<file path="src/lpfp_pkg.sv">
// Package for the length-prefixed frame parser.
// Holds the buffer sizing, queue sizing, command codes, parse modes and the queue word type.
// No dependencies.
package lpfp_pkg;

	// Payload buffer sizing
	localparam int BUFFER_DEPTH = 1024;
	localparam int ADDR_W       = $clog2(BUFFER_DEPTH);
	localparam int LEN_W        = 11;
	localparam int EXP_W        = 16;

	// Queue between front and back
	localparam int Q_DEPTH = 4;
	localparam int Q_PTR_W = $clog2(Q_DEPTH);
	localparam int Q_CNT_W = $clog2(Q_DEPTH + 1);

	// Command codes
	localparam logic [1:0] CMD_PARSE = 2'd0;
	localparam logic [1:0] CMD_READ  = 2'd1;
	localparam logic [1:0] CMD_CLEAR = 2'd2;
	localparam logic [1:0] CMD_NOP   = 2'd3;

	// Parse modes, one-hot
	typedef enum logic [6:0] {
		MODE_HUNT_FIRST  = 7'b0000001,
		MODE_HUNT_SECOND = 7'b0000010,
		MODE_LEN_HIGH    = 7'b0000100,
		MODE_LEN_LOW     = 7'b0001000,
		MODE_BODY        = 7'b0010000,
		MODE_CHECK       = 7'b0100000,
		MODE_READY       = 7'b1000000
	} mode_t;

	// One classified word handed from front to back
	typedef struct packed {
		logic              packet_ready;
		logic [LEN_W-1:0]  payload_length;
		logic              wr_en;
		logic              rd_en;
		logic [ADDR_W-1:0] addr;
		logic [7:0]        wdata;
	} op_t;

endpackage

</file>
<file path="src/lpfp_queue.sv">
// Short word queue that decouples the parse front from the buffer back.
// Register-based ring with a fill count.
// Depends on lpfp_pkg.
module lpfp_queue (
	input  logic          clk,
	input  logic          arst_n,
	input  logic          push,
	input  lpfp_pkg::op_t wdata,
	output logic          full,
	input  logic          pop,
	output lpfp_pkg::op_t rdata,
	output logic          empty
);
	import lpfp_pkg::*;

	op_t                mem_q [Q_DEPTH];
	logic [Q_PTR_W-1:0] wr_ptr_q;
	logic [Q_PTR_W-1:0] rd_ptr_q;
	logic [Q_CNT_W-1:0] cnt_q;

	assign full  = (32'(cnt_q) == Q_DEPTH);
	assign empty = (cnt_q == '0);
	assign rdata = mem_q[rd_ptr_q];

	// storage
	always_ff @(posedge clk) begin
		if (push) begin
			mem_q[wr_ptr_q] <= wdata;
		end
	end

	// pointers and fill count
	always_ff @(posedge clk or negedge arst_n) begin
		if (!arst_n) begin
			wr_ptr_q <= '0;
			rd_ptr_q <= '0;
			cnt_q    <= '0;
		end else begin
			if (push) begin
				wr_ptr_q <= (32'(wr_ptr_q) == Q_DEPTH - 1) ? '0 : wr_ptr_q + Q_PTR_W'(1);
			end
			if (pop) begin
				rd_ptr_q <= (32'(rd_ptr_q) == Q_DEPTH - 1) ? '0 : rd_ptr_q + Q_PTR_W'(1);
			end
			if (push && !pop) begin
				cnt_q <= cnt_q + Q_CNT_W'(1);
			end else if (pop && !push) begin
				cnt_q <= cnt_q - Q_CNT_W'(1);
			end
		end
	end

	a_no_overflow: assert property (@(posedge clk) disable iff (!arst_n)
		!(push && full))
		else $error("push into full queue");

	a_no_underflow: assert property (@(posedge clk) disable iff (!arst_n)
		!(pop && empty))
		else $error("pop from empty queue");

endmodule

</file>
<file path="config.mk">
export PLATFORM = sky130hd
export DESIGN_NAME = lpfp_queue
export DESIGN_NICKNAME = d
export VERILOG_FILES = /design/src/lpfp_pkg.sv /design/src/lpfp_queue.sv
export SDC_FILE = /design/constraint.sdc
export NUM_CORES = 1
export LEC_CHECK = 0
export ABC_AREA = 1
export BUFFER_PORTS_ARGS = -buffer_cell sky130_fd_sc_hd__buf_2
export CORE_MARGIN = 2
export CORE_UTILIZATION = 45
export DETAILED_ROUTE_END_ITERATION = 16
export PLACE_DENSITY = 0.73
export REMOVE_ABC_BUFFERS = 1
export SETUP_SLACK_MARGIN = 0.3
export SYNTH_ARGS = -nofsm -noshare
export SYNTH_HDL_FRONTEND = slang
export SYNTH_SLANG_ARGS = --single-unit
export TNS_END_PERCENT = 50
</file>
<file path="constraint.sdc">
create_clock -name clk -period 2.2 [get_ports clk]
set_input_delay 0.33 -clock clk [delete_from_list [all_inputs] [get_ports clk]]
set_output_delay 0.33 -clock clk [all_outputs]
set_load 0.1 [all_outputs]
</file>
==> out/qor.txt <==
Reg2reg start - wr_ptr_q[0]
Reg area - 4020 um^2
Outcome - finished clean
Grt ovf - 0
Starting DRC count in detailed routing - 303
DR pass1 iterations - 4
Placed Area - 6050 um^2
Via count - 3,376
Worst R2R Setup Slack - 740 ps
RePlAce Congestion - 0.728
Worst slew pin tran - 486 ps
RR Endpoint - mem_q[0][29]
Final Hold Fails - 0
First-pass GRT wire length - 15,900 um
Layout fillers - 916
Die H - 115 um
Htree depth - 4
Inst Count DP - 634
Yosys warning count - 0
# diodes - 0
CTS Buf Count - 17
Post-synthesis cell type count - 18
Hold depth - 1
Worst Setup SP - rd_ptr_q[0]
WL met2 - 5500 um
Finished Cell Area - 7120 um^2
Slowest stage delay, CP - 450 ps
Dpl hpwl - 6070 um
DRC viols - 0
Max layer used - met4
Final nets - 562
WL final - 10,900 um
CP startpoint kind - flop
Crit path DAT - 1680 ps
CP Capture Point - rdata[25]
CP most frequent cell - buf_12
Multi-input gate area - 1050 um^2
RSZ-0062 raised after global routing - yes
I/O pin total - 70
CTS tree - built
Cell Count, Final, Fillers Out - 679
GRT Util Overall - 16.6%
Worst r2r path cells - 5
Initial antenna violation count - 0
CP required - 1870 ps
DR WL/cell - 16.1 um
Met1 Wirelength - 4660 um
WS Path Type - reg2out
Worst path cell trace - inv_8 > buf_12 > o211ai_1 > nand2_1 > buf_12
Layout cell share with drive strength beyond 1 - 24.1%
Routed met3 length - 603 um
Clock sinks - 135
Final core utilization - 59.3%
Largest net degree at the start of global routing - 49
Synthesis-to-layout area growth - 28.1%
Fin crit period - 2010 ps
Clk_lat worst skew - 410 ps
FF+latch count, synth - 135
CTS root buffer - clkbuf_16
Maximum fanout along the worst path - 9
Slowest cell on crit path - dfrtp_2
Number of global-route vias before repair - 3,313
Post-DRT Antenna Nets - 0
Max Freq - 499 MHz
Core ar. - 12,000 um^2
Setup-failing EPs final - 0
Max-cap viol count - 0
Die Footprint - 13,300 um^2
Critical path endpoint category - primary output
Die X - 115 um
Clk slew on worst S/H paths - 60 ps
Setup TNS - 0 ps
Max transition margin - 67.9%
Post-DR vias/cell - 4.97
Post-synthesis cell area - 5560 um^2
Core Rows - 40
Clock Skew - 4.83 ps
Final worst-path cycle share - 91.1%
Initial Util - 46.3%
Pins Over Slew Limit - 0
CTS max path bufs - 2
Register area share after synthesis - 72.3%
Post-Syn Area per Cell - 13.0 um^2
Hold crit path type - in2reg
Port Buffers - 69
Mapped Cells - 426
==> kinds of logic after synthesis <==
kind of cell,count (synthesis),synth area share (%)
buf+inv,98,8.82
compound gates,68,9.00
simple gates,117,8.01
flops,135,72.3
xor+xnor,1,0.158
fa+ha+maj,7,1.71
==> layout make-up <==
| type | instances | area share, % |
|---|---|---|
| clock buffers | 19 | 6.22 |
| clock inverters | 13 | 2.85 |
| inverters | 77 | 4.20 |
| multi-input cells | 193 | 14.8 |
| flip-flops and latches | 135 | 56.4 |
| well taps | 147 | 2.58 |
| repair buffers | 94 | 12.8 |
| repair inverters | 1 | 0.0878 |
==> layer usage <==
metal | track usage, % | up-vias
li1 | - | 1659
met1 | 19.7 | 1610
met2 | 27.7 | 94
met3 | 6.01 | 13
met4 | 6.27 | 0
met5 | 0 | -
==> flip-flops by register name, indices dropped and copies added, names as in the netlist <==
name,flops
mem_q,128
rd_ptr_q,2
wr_ptr_q,2
cnt_q,3
==> cells in the mapped netlist <==
library cell    n  area share [%]
clkbuf_2        1           0.090
nand4_1         1            0.11
nand2_1       111             7.5
o211ai_1       64             8.6
buf_4           1            0.14
inv_2           1           0.067
nand3_1         1           0.090
dfrtp_1         7             3.2
o21ai_0         4            0.36
nor2_1          2            0.14
inv_1          76             5.1
fa_1            1            0.36
ha_1            6             1.4
nor3_1          2            0.18
buf_2           4            0.36
xnor2_1         1            0.16
edfxtp_1      128              69
buf_6          15             3.0
==> through the flow <==
step           hold slack, ps  setup slack, ps
6_report                  129              195
5_1_grt                   122              126
4_1_cts                   113              210
3_5_place_dp              186              361
3_3_place_gp              175              380
2_1_floorplan            34.4             -634
==> layout by cell type (no fill, tap or decap), drive strengths merged <==
cell	n
dfrtp	7
ha	6
edfxtp	128
nand2	111
nand4	1
clkinv	8
inv	74
dlygate4sd3	1
nor3	2
bufinv	5
buf	89
nor2	2
o21ai	4
nand3	1
clkinvlp	4
clkbuf	23
fa	1
xnor2	1
o211ai	64
==> critical path: cells and delay by family, from the launching register on <==
family,cells,cell delay [ps]
AND/OR/NAND/NOR,1,170
flip-flops,1,450
buffers and inverters,3,440
AO/OA/AOI/OAI,1,200
==> worst min-delay path by stage <==
stage	start	to
floorplan	arst_n	cnt_q[0]
global placement	arst_n	cnt_q[2]
detailed placement	arst_n	cnt_q[1]
CTS	wdata[12]	mem_q[2][12]
global route	wdata[3]	mem_q[1][3]
finish	wdata[12]	mem_q[1][12]
==> what timing repair did <==
action	in CTS	in global routing
endpoints found under the setup margin	32	34
setup buffers	5	0
hold buffers	1	0
pin swaps	1	8
endpoints found under the hold margin	7	0
gates resized for setup	58	22
gates cloned	0	7
Power is left out: the tool's default activity adds up to more than one toggle a clock period on the data nets, which glitch-free logic cannot reach.
