## config.mk

```make
export PLATFORM = sky130hd
export DESIGN_NAME = lpfp_front
export DESIGN_NICKNAME = d
export VERILOG_FILES = /design/src/lpfp_pkg.sv /design/src/lpfp_front.sv
export SDC_FILE = /design/constraint.sdc
export NUM_CORES = 1
export LEC_CHECK = 0
export BUFFER_PORTS_ARGS = -buffer_cell sky130_fd_sc_hd__buf_2
export CORE_MARGIN = 5
export CORE_UTILIZATION = 51
export CTS_CLUSTER_DIAMETER = 40
export CTS_CLUSTER_SIZE = 24
export DETAILED_ROUTE_END_ITERATION = 12
export HOLD_SLACK_MARGIN = 0.05
export PLACE_DENSITY = 0.91
export SETUP_SLACK_MARGIN = 0.15
export SKIP_LAST_GASP = 1
export SYNTH_ARGS = -nofsm -noshare
export SYNTH_HDL_FRONTEND = slang
export SYNTH_SLANG_ARGS = --single-unit
```

## constraint.sdc

```tcl
create_clock -name clk -period 3.7 [get_ports clk]
set_input_delay 0.74 -clock clk [delete_from_list [all_inputs] [get_ports clk]]
set_output_delay 0.74 -clock clk [all_outputs]
set_load 0.02 [all_outputs]
```

## src/lpfp_pkg.sv

```systemverilog
// Package for the length-prefixed frame parser.
// Holds the buffer sizing, queue sizing, command codes, parse modes and the queue word type.
// No dependencies.
package lpfp_pkg;

	// Payload buffer sizing
	localparam int BUFFER_DEPTH = 1024;
	localparam int ADDR_W       = $clog2(BUFFER_DEPTH);
	localparam int LEN_W        = 11;
	localparam int EXP_W        = 16;

	// Queue between front and back
	localparam int Q_DEPTH = 4;
	localparam int Q_PTR_W = $clog2(Q_DEPTH);
	localparam int Q_CNT_W = $clog2(Q_DEPTH + 1);

	// Command codes
	localparam logic [1:0] CMD_PARSE = 2'd0;
	localparam logic [1:0] CMD_READ  = 2'd1;
	localparam logic [1:0] CMD_CLEAR = 2'd2;
	localparam logic [1:0] CMD_NOP   = 2'd3;

	// Parse modes, one-hot
	typedef enum logic [6:0] {
		MODE_HUNT_FIRST  = 7'b0000001,
		MODE_HUNT_SECOND = 7'b0000010,
		MODE_LEN_HIGH    = 7'b0000100,
		MODE_LEN_LOW     = 7'b0001000,
		MODE_BODY        = 7'b0010000,
		MODE_CHECK       = 7'b0100000,
		MODE_READY       = 7'b1000000
	} mode_t;

	// One classified word handed from front to back
	typedef struct packed {
		logic              packet_ready;
		logic [LEN_W-1:0]  payload_length;
		logic              wr_en;
		logic              rd_en;
		logic [ADDR_W-1:0] addr;
		logic [7:0]        wdata;
	} op_t;

endpackage

```

## src/lpfp_front.sv

```systemverilog
// Front part of the frame parser: header registers (APB) and the parse state machine.
// Classifies each input word as a buffer write, a buffer read or neither, plus status for the back part.
// Depends on lpfp_pkg.
module lpfp_front (
	input  logic                        clk,
	input  logic                        arst_n,
	// APB register port
	input  logic                        psel,
	input  logic                        penable,
	input  logic                        pwrite,
	input  logic [2:0]                  paddr,
	input  logic [31:0]                 pwdata,
	output logic [31:0]                 prdata,
	// input words
	input  logic                        push,
	input  logic [1:0]                  cmd,
	input  logic [7:0]                  data_byte,
	input  logic [9:0]                  read_index,
	output lpfp_pkg::op_t               op
);
	import lpfp_pkg::*;

	logic [7:0]       header_first_q;
	logic [7:0]       header_second_q;
	mode_t            mode_q, mode_d;
	logic [EXP_W-1:0] exp_q, exp_d;
	logic [LEN_W-1:0] cnt_q, cnt_d;
	logic             cfg_wr;

	// Header registers, byte address 0 and 4
	assign cfg_wr = psel & penable & pwrite;
	assign prdata = paddr[2] ? {24'd0, header_second_q} : {24'd0, header_first_q};

	always_ff @(posedge clk or negedge arst_n) begin
		if (!arst_n) begin
			header_first_q  <= 8'd85;
			header_second_q <= 8'd170;
		end else if (cfg_wr) begin
			if (paddr[2]) begin
				header_second_q <= pwdata[7:0];
			end else begin
				header_first_q <= pwdata[7:0];
			end
		end
	end

	// Next-state and classification
	always_comb begin
		mode_d   = mode_q;
		exp_d    = exp_q;
		cnt_d    = cnt_q;
		op.wr_en = 1'b0;
		op.rd_en = 1'b0;
		op.addr  = read_index[ADDR_W-1:0];
		op.wdata = data_byte;
		unique case (cmd)
			CMD_PARSE: begin
				unique case (mode_q) inside
					MODE_HUNT_FIRST, MODE_READY: begin
						if (data_byte == header_first_q) begin
							cnt_d  = '0;
							mode_d = MODE_HUNT_SECOND;
						end
					end
					MODE_HUNT_SECOND: begin
						if (data_byte == header_second_q) begin
							mode_d = MODE_LEN_HIGH;
						end else begin
							cnt_d  = '0;
							mode_d = MODE_HUNT_FIRST;
						end
					end
					MODE_LEN_HIGH: begin
						exp_d  = {data_byte, 8'd0};
						mode_d = MODE_LEN_LOW;
					end
					MODE_LEN_LOW: begin
						exp_d  = {exp_q[EXP_W-1:8], data_byte};
						mode_d = MODE_BODY;
						// oversized frame is dropped
						if (32'(exp_d) >= BUFFER_DEPTH) begin
							cnt_d  = '0;
							mode_d = MODE_HUNT_FIRST;
						end
					end
					MODE_BODY: begin
						if (32'(cnt_q) < BUFFER_DEPTH) begin
							op.wr_en = 1'b1;
							op.addr  = cnt_q[ADDR_W-1:0];
							cnt_d    = cnt_q + LEN_W'(1);
						end
						if (EXP_W'(cnt_d) >= exp_q) begin
							mode_d = MODE_CHECK;
						end
					end
					MODE_CHECK: begin
						// trailing check byte is not tested
						mode_d = MODE_READY;
					end
					default: begin
						cnt_d  = '0;
						mode_d = MODE_HUNT_FIRST;
					end
				endcase
			end
			CMD_READ: begin
				op.rd_en = (32'(read_index) < BUFFER_DEPTH);
			end
			CMD_CLEAR: begin
				cnt_d  = '0;
				mode_d = MODE_HUNT_FIRST;
			end
			CMD_NOP: begin
			end
			default: begin
			end
		endcase
		op.packet_ready   = (mode_d == MODE_READY);
		op.payload_length = cnt_d;
	end

	// Parse state
	always_ff @(posedge clk or negedge arst_n) begin
		if (!arst_n) begin
			mode_q <= MODE_HUNT_FIRST;
			exp_q  <= '0;
			cnt_q  <= '0;
		end else if (push) begin
			mode_q <= mode_d;
			exp_q  <= exp_d;
			cnt_q  <= cnt_d;
		end
	end

	// count never passes the buffer depth
	a_cnt_bound: assert property (@(posedge clk) disable iff (!arst_n)
		32'(cnt_q) <= BUFFER_DEPTH)
		else $error("stored count beyond buffer depth");

	// a finished frame holds at least its announced length
	a_ready_len: assert property (@(posedge clk) disable iff (!arst_n)
		(mode_q == MODE_READY || mode_q == MODE_CHECK) |-> (EXP_W'(cnt_q) >= exp_q))
		else $error("frame done with too few payload bytes");

endmodule

```

==> reports/results.ini <==
[worst_setup_path]
timing.rr.end = mode_q[4]
crit_path_start_kind = register
cp-startpoint = cnt_q[1]
reg2reg_slack_ns = 0.98
critPathKind = register to output port
crit_end = op[31]
cp.required_ns = 2.96
end_kind = output port
reg2reg_depth = 11
slowest_stage = dfrtp_1
cpPeakStageDelay_ns = 0.43
cp_data_arrival_time_ns = 3.04
crit_chain = buf_6, buf_4, mux2_2, ha_4, a31oi_1, nor2b_1, o2111ai_2, a2111o_1, a21o_1, a211oi_2, buf_4
crit_fanout = 4
r2r_start = cnt_q[1]
cp_common_cell = buf_4

[synth]
synth_edf_count = 0
yosys-top-cells-count = 57 x nand2_1, 41 x dfrtp_1, 37 x mux2_2
ys_seq_area_share_pct = 34.7
yosysUniqueCellTypes = 56
synth_top_area_cell = dfrtp_1
yosys_warnings = 0
synthCells = 396
synth_area_leaders = dfrtp_1 28%, mux2_2 11%, buf_4 6.6%
synth-async-reset-ratio_pct = 100
synth.avg_cell_area_um2 = 9.19
netlist_area_um2 = 3640
synth-main-ff-cell = dfrtp_1
yosysMostFrequentCell = nand2_1
synth-seq-cells = 50
synth_top_area_share_pct = 28.2

[timing]
worst_slack_ns = -0.0795
worstMarginPinSlew_ns = 1.15
timing.fmax_mhz = 265
setup_viol = 1
grt_setup_unrepaired = yes
fin_skew_ns = 0.00608
slew_violations = 0
maxSlewHeadroom_pct = 23.0
finalCriticalPeriod_ns = 3.78
final-hold-violation-count = 0
fin_crit_sh_pct = 102

[placement]
gp_congestion = 0.930
portBuffers = 74
dp_worst_setup_slack_ns = 0.00157
placed_area_um2 = 3960
dp_hpwl_um = 6810

[cts]
cts.path.max_buffers = 2
cts_tree = built
clock_latency_ns = 0.30
ctsHoldBuffers = 0
cts_made_buffers = 5
clkSlewWorstSetupHoldPaths_ns = 0.10
cts_root_buffer = clkbuf_8
clkSinkCount = 50
htreeDepth = 2

[route]
viasPerCell = 5.72
dr.pass1.iters = 5
vias = 3302
drtIter0Drc = 293
drt-total-wl_um = 9980
drc = 0
ant_nets = 0
avgRoutedWirePerCell_um = 17.3

[layout]
area_growth_pct = 21.8
fin_area_um2 = 4430
nets = 553
diodes = 0
layout-drive-gt1-share_pct = 40.7
final_util_pct = 64.5

[grt]
grt_overflow = 0
grt_pass1_vias = 3312
antenna_found_initial = 0
grt_first_pass_wirelength_um = 15600
grt_max_degree = 51
track_usage_pct = 21.6

[die]
die_area_um2 = 8920
core_area_um2 = 6870
design.portCount = 125
die_h_um = 94.5
rows = 30
start_util_pct = 53.0
fp.dieW_um = 94.5

[run_status]
violations = setup timing
status = finished with violations

[power_and_ir_drop]
finalPower_mw = 1.92
seqPwrFrac_pct = 40.3
p_per_area_nw_per_um2 = 434
power.internal_mw = 1.26
power_frac_clock_pct = 25.0
p_sw_share_pct = 34.5
leakage_nw = 2.07
p_sw_mw = 0.663
ir_drop_v = 0.000268
p_comb_share_pct = 34.7

[job]
max_cap_viol_count = 0

[min_path]
min-delay-start = exp_q[11]
hold_class = register to register

cell usage in the layout (no fill, tap or decap), drive strengths merged, types with 10 or more instances in the layout:
cell type,instances
buf,107
nand2,57
dfrtp,41
mux2,37
conb,24
o21ai,20
inv,20
xor2,20
a21oi,14
nor2,14
ha,12
nor3,10
stage by stage:
step / hold WS (ns) / setup TNS (ns) / instances
6_report: 0.479 / -0.0795 / 577
4_1_cts: 0.479 / -0.0168 / 564
2_1_floorplan: 0.437 / 0 / 419
3_3_place_gp: 0.449 / 0 / 548
3_5_place_dp: 0.456 / 0 / 548
5_1_grt: 0.522 / -0.167 / 577
power groups by stage:
stage / Clock (mW) / Combinational, mW / Sequential [mW]
after global placement: 0 / 0.562 / 0.775
after CTS: 0.482 / 0.624 / 0.775
after global routing: 0.508 / 0.732 / 0.791
after detailed placement: 0 / 0.594 / 0.785
after floorplan: 0 / 0.480 / 0.751
final: 0.481 / 0.667 / 0.775
worst min-delay path by stage:
| stage | endpoint | cells past startpoint |
|---|---|---|
| after floorplan | cnt_q[0] | 0 |
| after global placement | exp_q[11] | 2 |
| after detailed placement | exp_q[11] | 2 |
| after CTS | exp_q[11] | 2 |
| after global routing | exp_q[11] | 2 |
| final | exp_q[11] | 2 |
final cells by class:
class | instances | area, um^2
flip-flops and latches | 50 | 1270
inverters | 21 | 78.8
repair buffers | 107 | 632
clock buffers | 6 | 82.6
clock inverters | 2 | 60.1
multi-input cells | 295 | 2190
fillers | 567 | 2440
well taps | 96 | 120
flip-flops by register name (all words and copies together), names as in the netlist:
| signal | flops |
|---|---|
| exp_q | 16 |
| header_first_q | 8 |
| cnt_q | 11 |
| mode_q | 7 |
| header_second_q | 8 |
kinds of logic after synthesis:
logic type | share of synthesized area [%]
DFF | 34.7
buffers and inverters | 11.6
and+or+nand+nor | 16.9
adders and majority gates | 4.13
other | 0.103
xor gates and xnor gates | 6.50
AOI/OAI and AO/OA | 14.6
muxes | 11.5
what timing repair did:
item                       CTS  global route
hold endpoints to repair     0             0
pin swaps                    9            13
gates resized for setup     15            23
setup buffers                8            13
setup endpoints to repair    1             6
metal layers:
layer	wire length [um]	GRT usage, %	part of all wire (%)
met4	221	7.45	2.2
met2	4950	36.9	50
met5	0	0	0
met3	850	3.82	8.5
met1	3950	27.6	40
worst max-delay path, delay by kind of cell, from the launching register on:
kind	cells	cell delay [ns]
adder cells (fa/ha/maj)	1	0.28
buffers and inverters	3	0.45
flip-flops	1	0.43
AND/OR/NAND/NOR	1	0.16
AO/OA/AOI/OAI	5	1.12
multiplexers	1	0.31
Power figures use the tool's default switching activity.
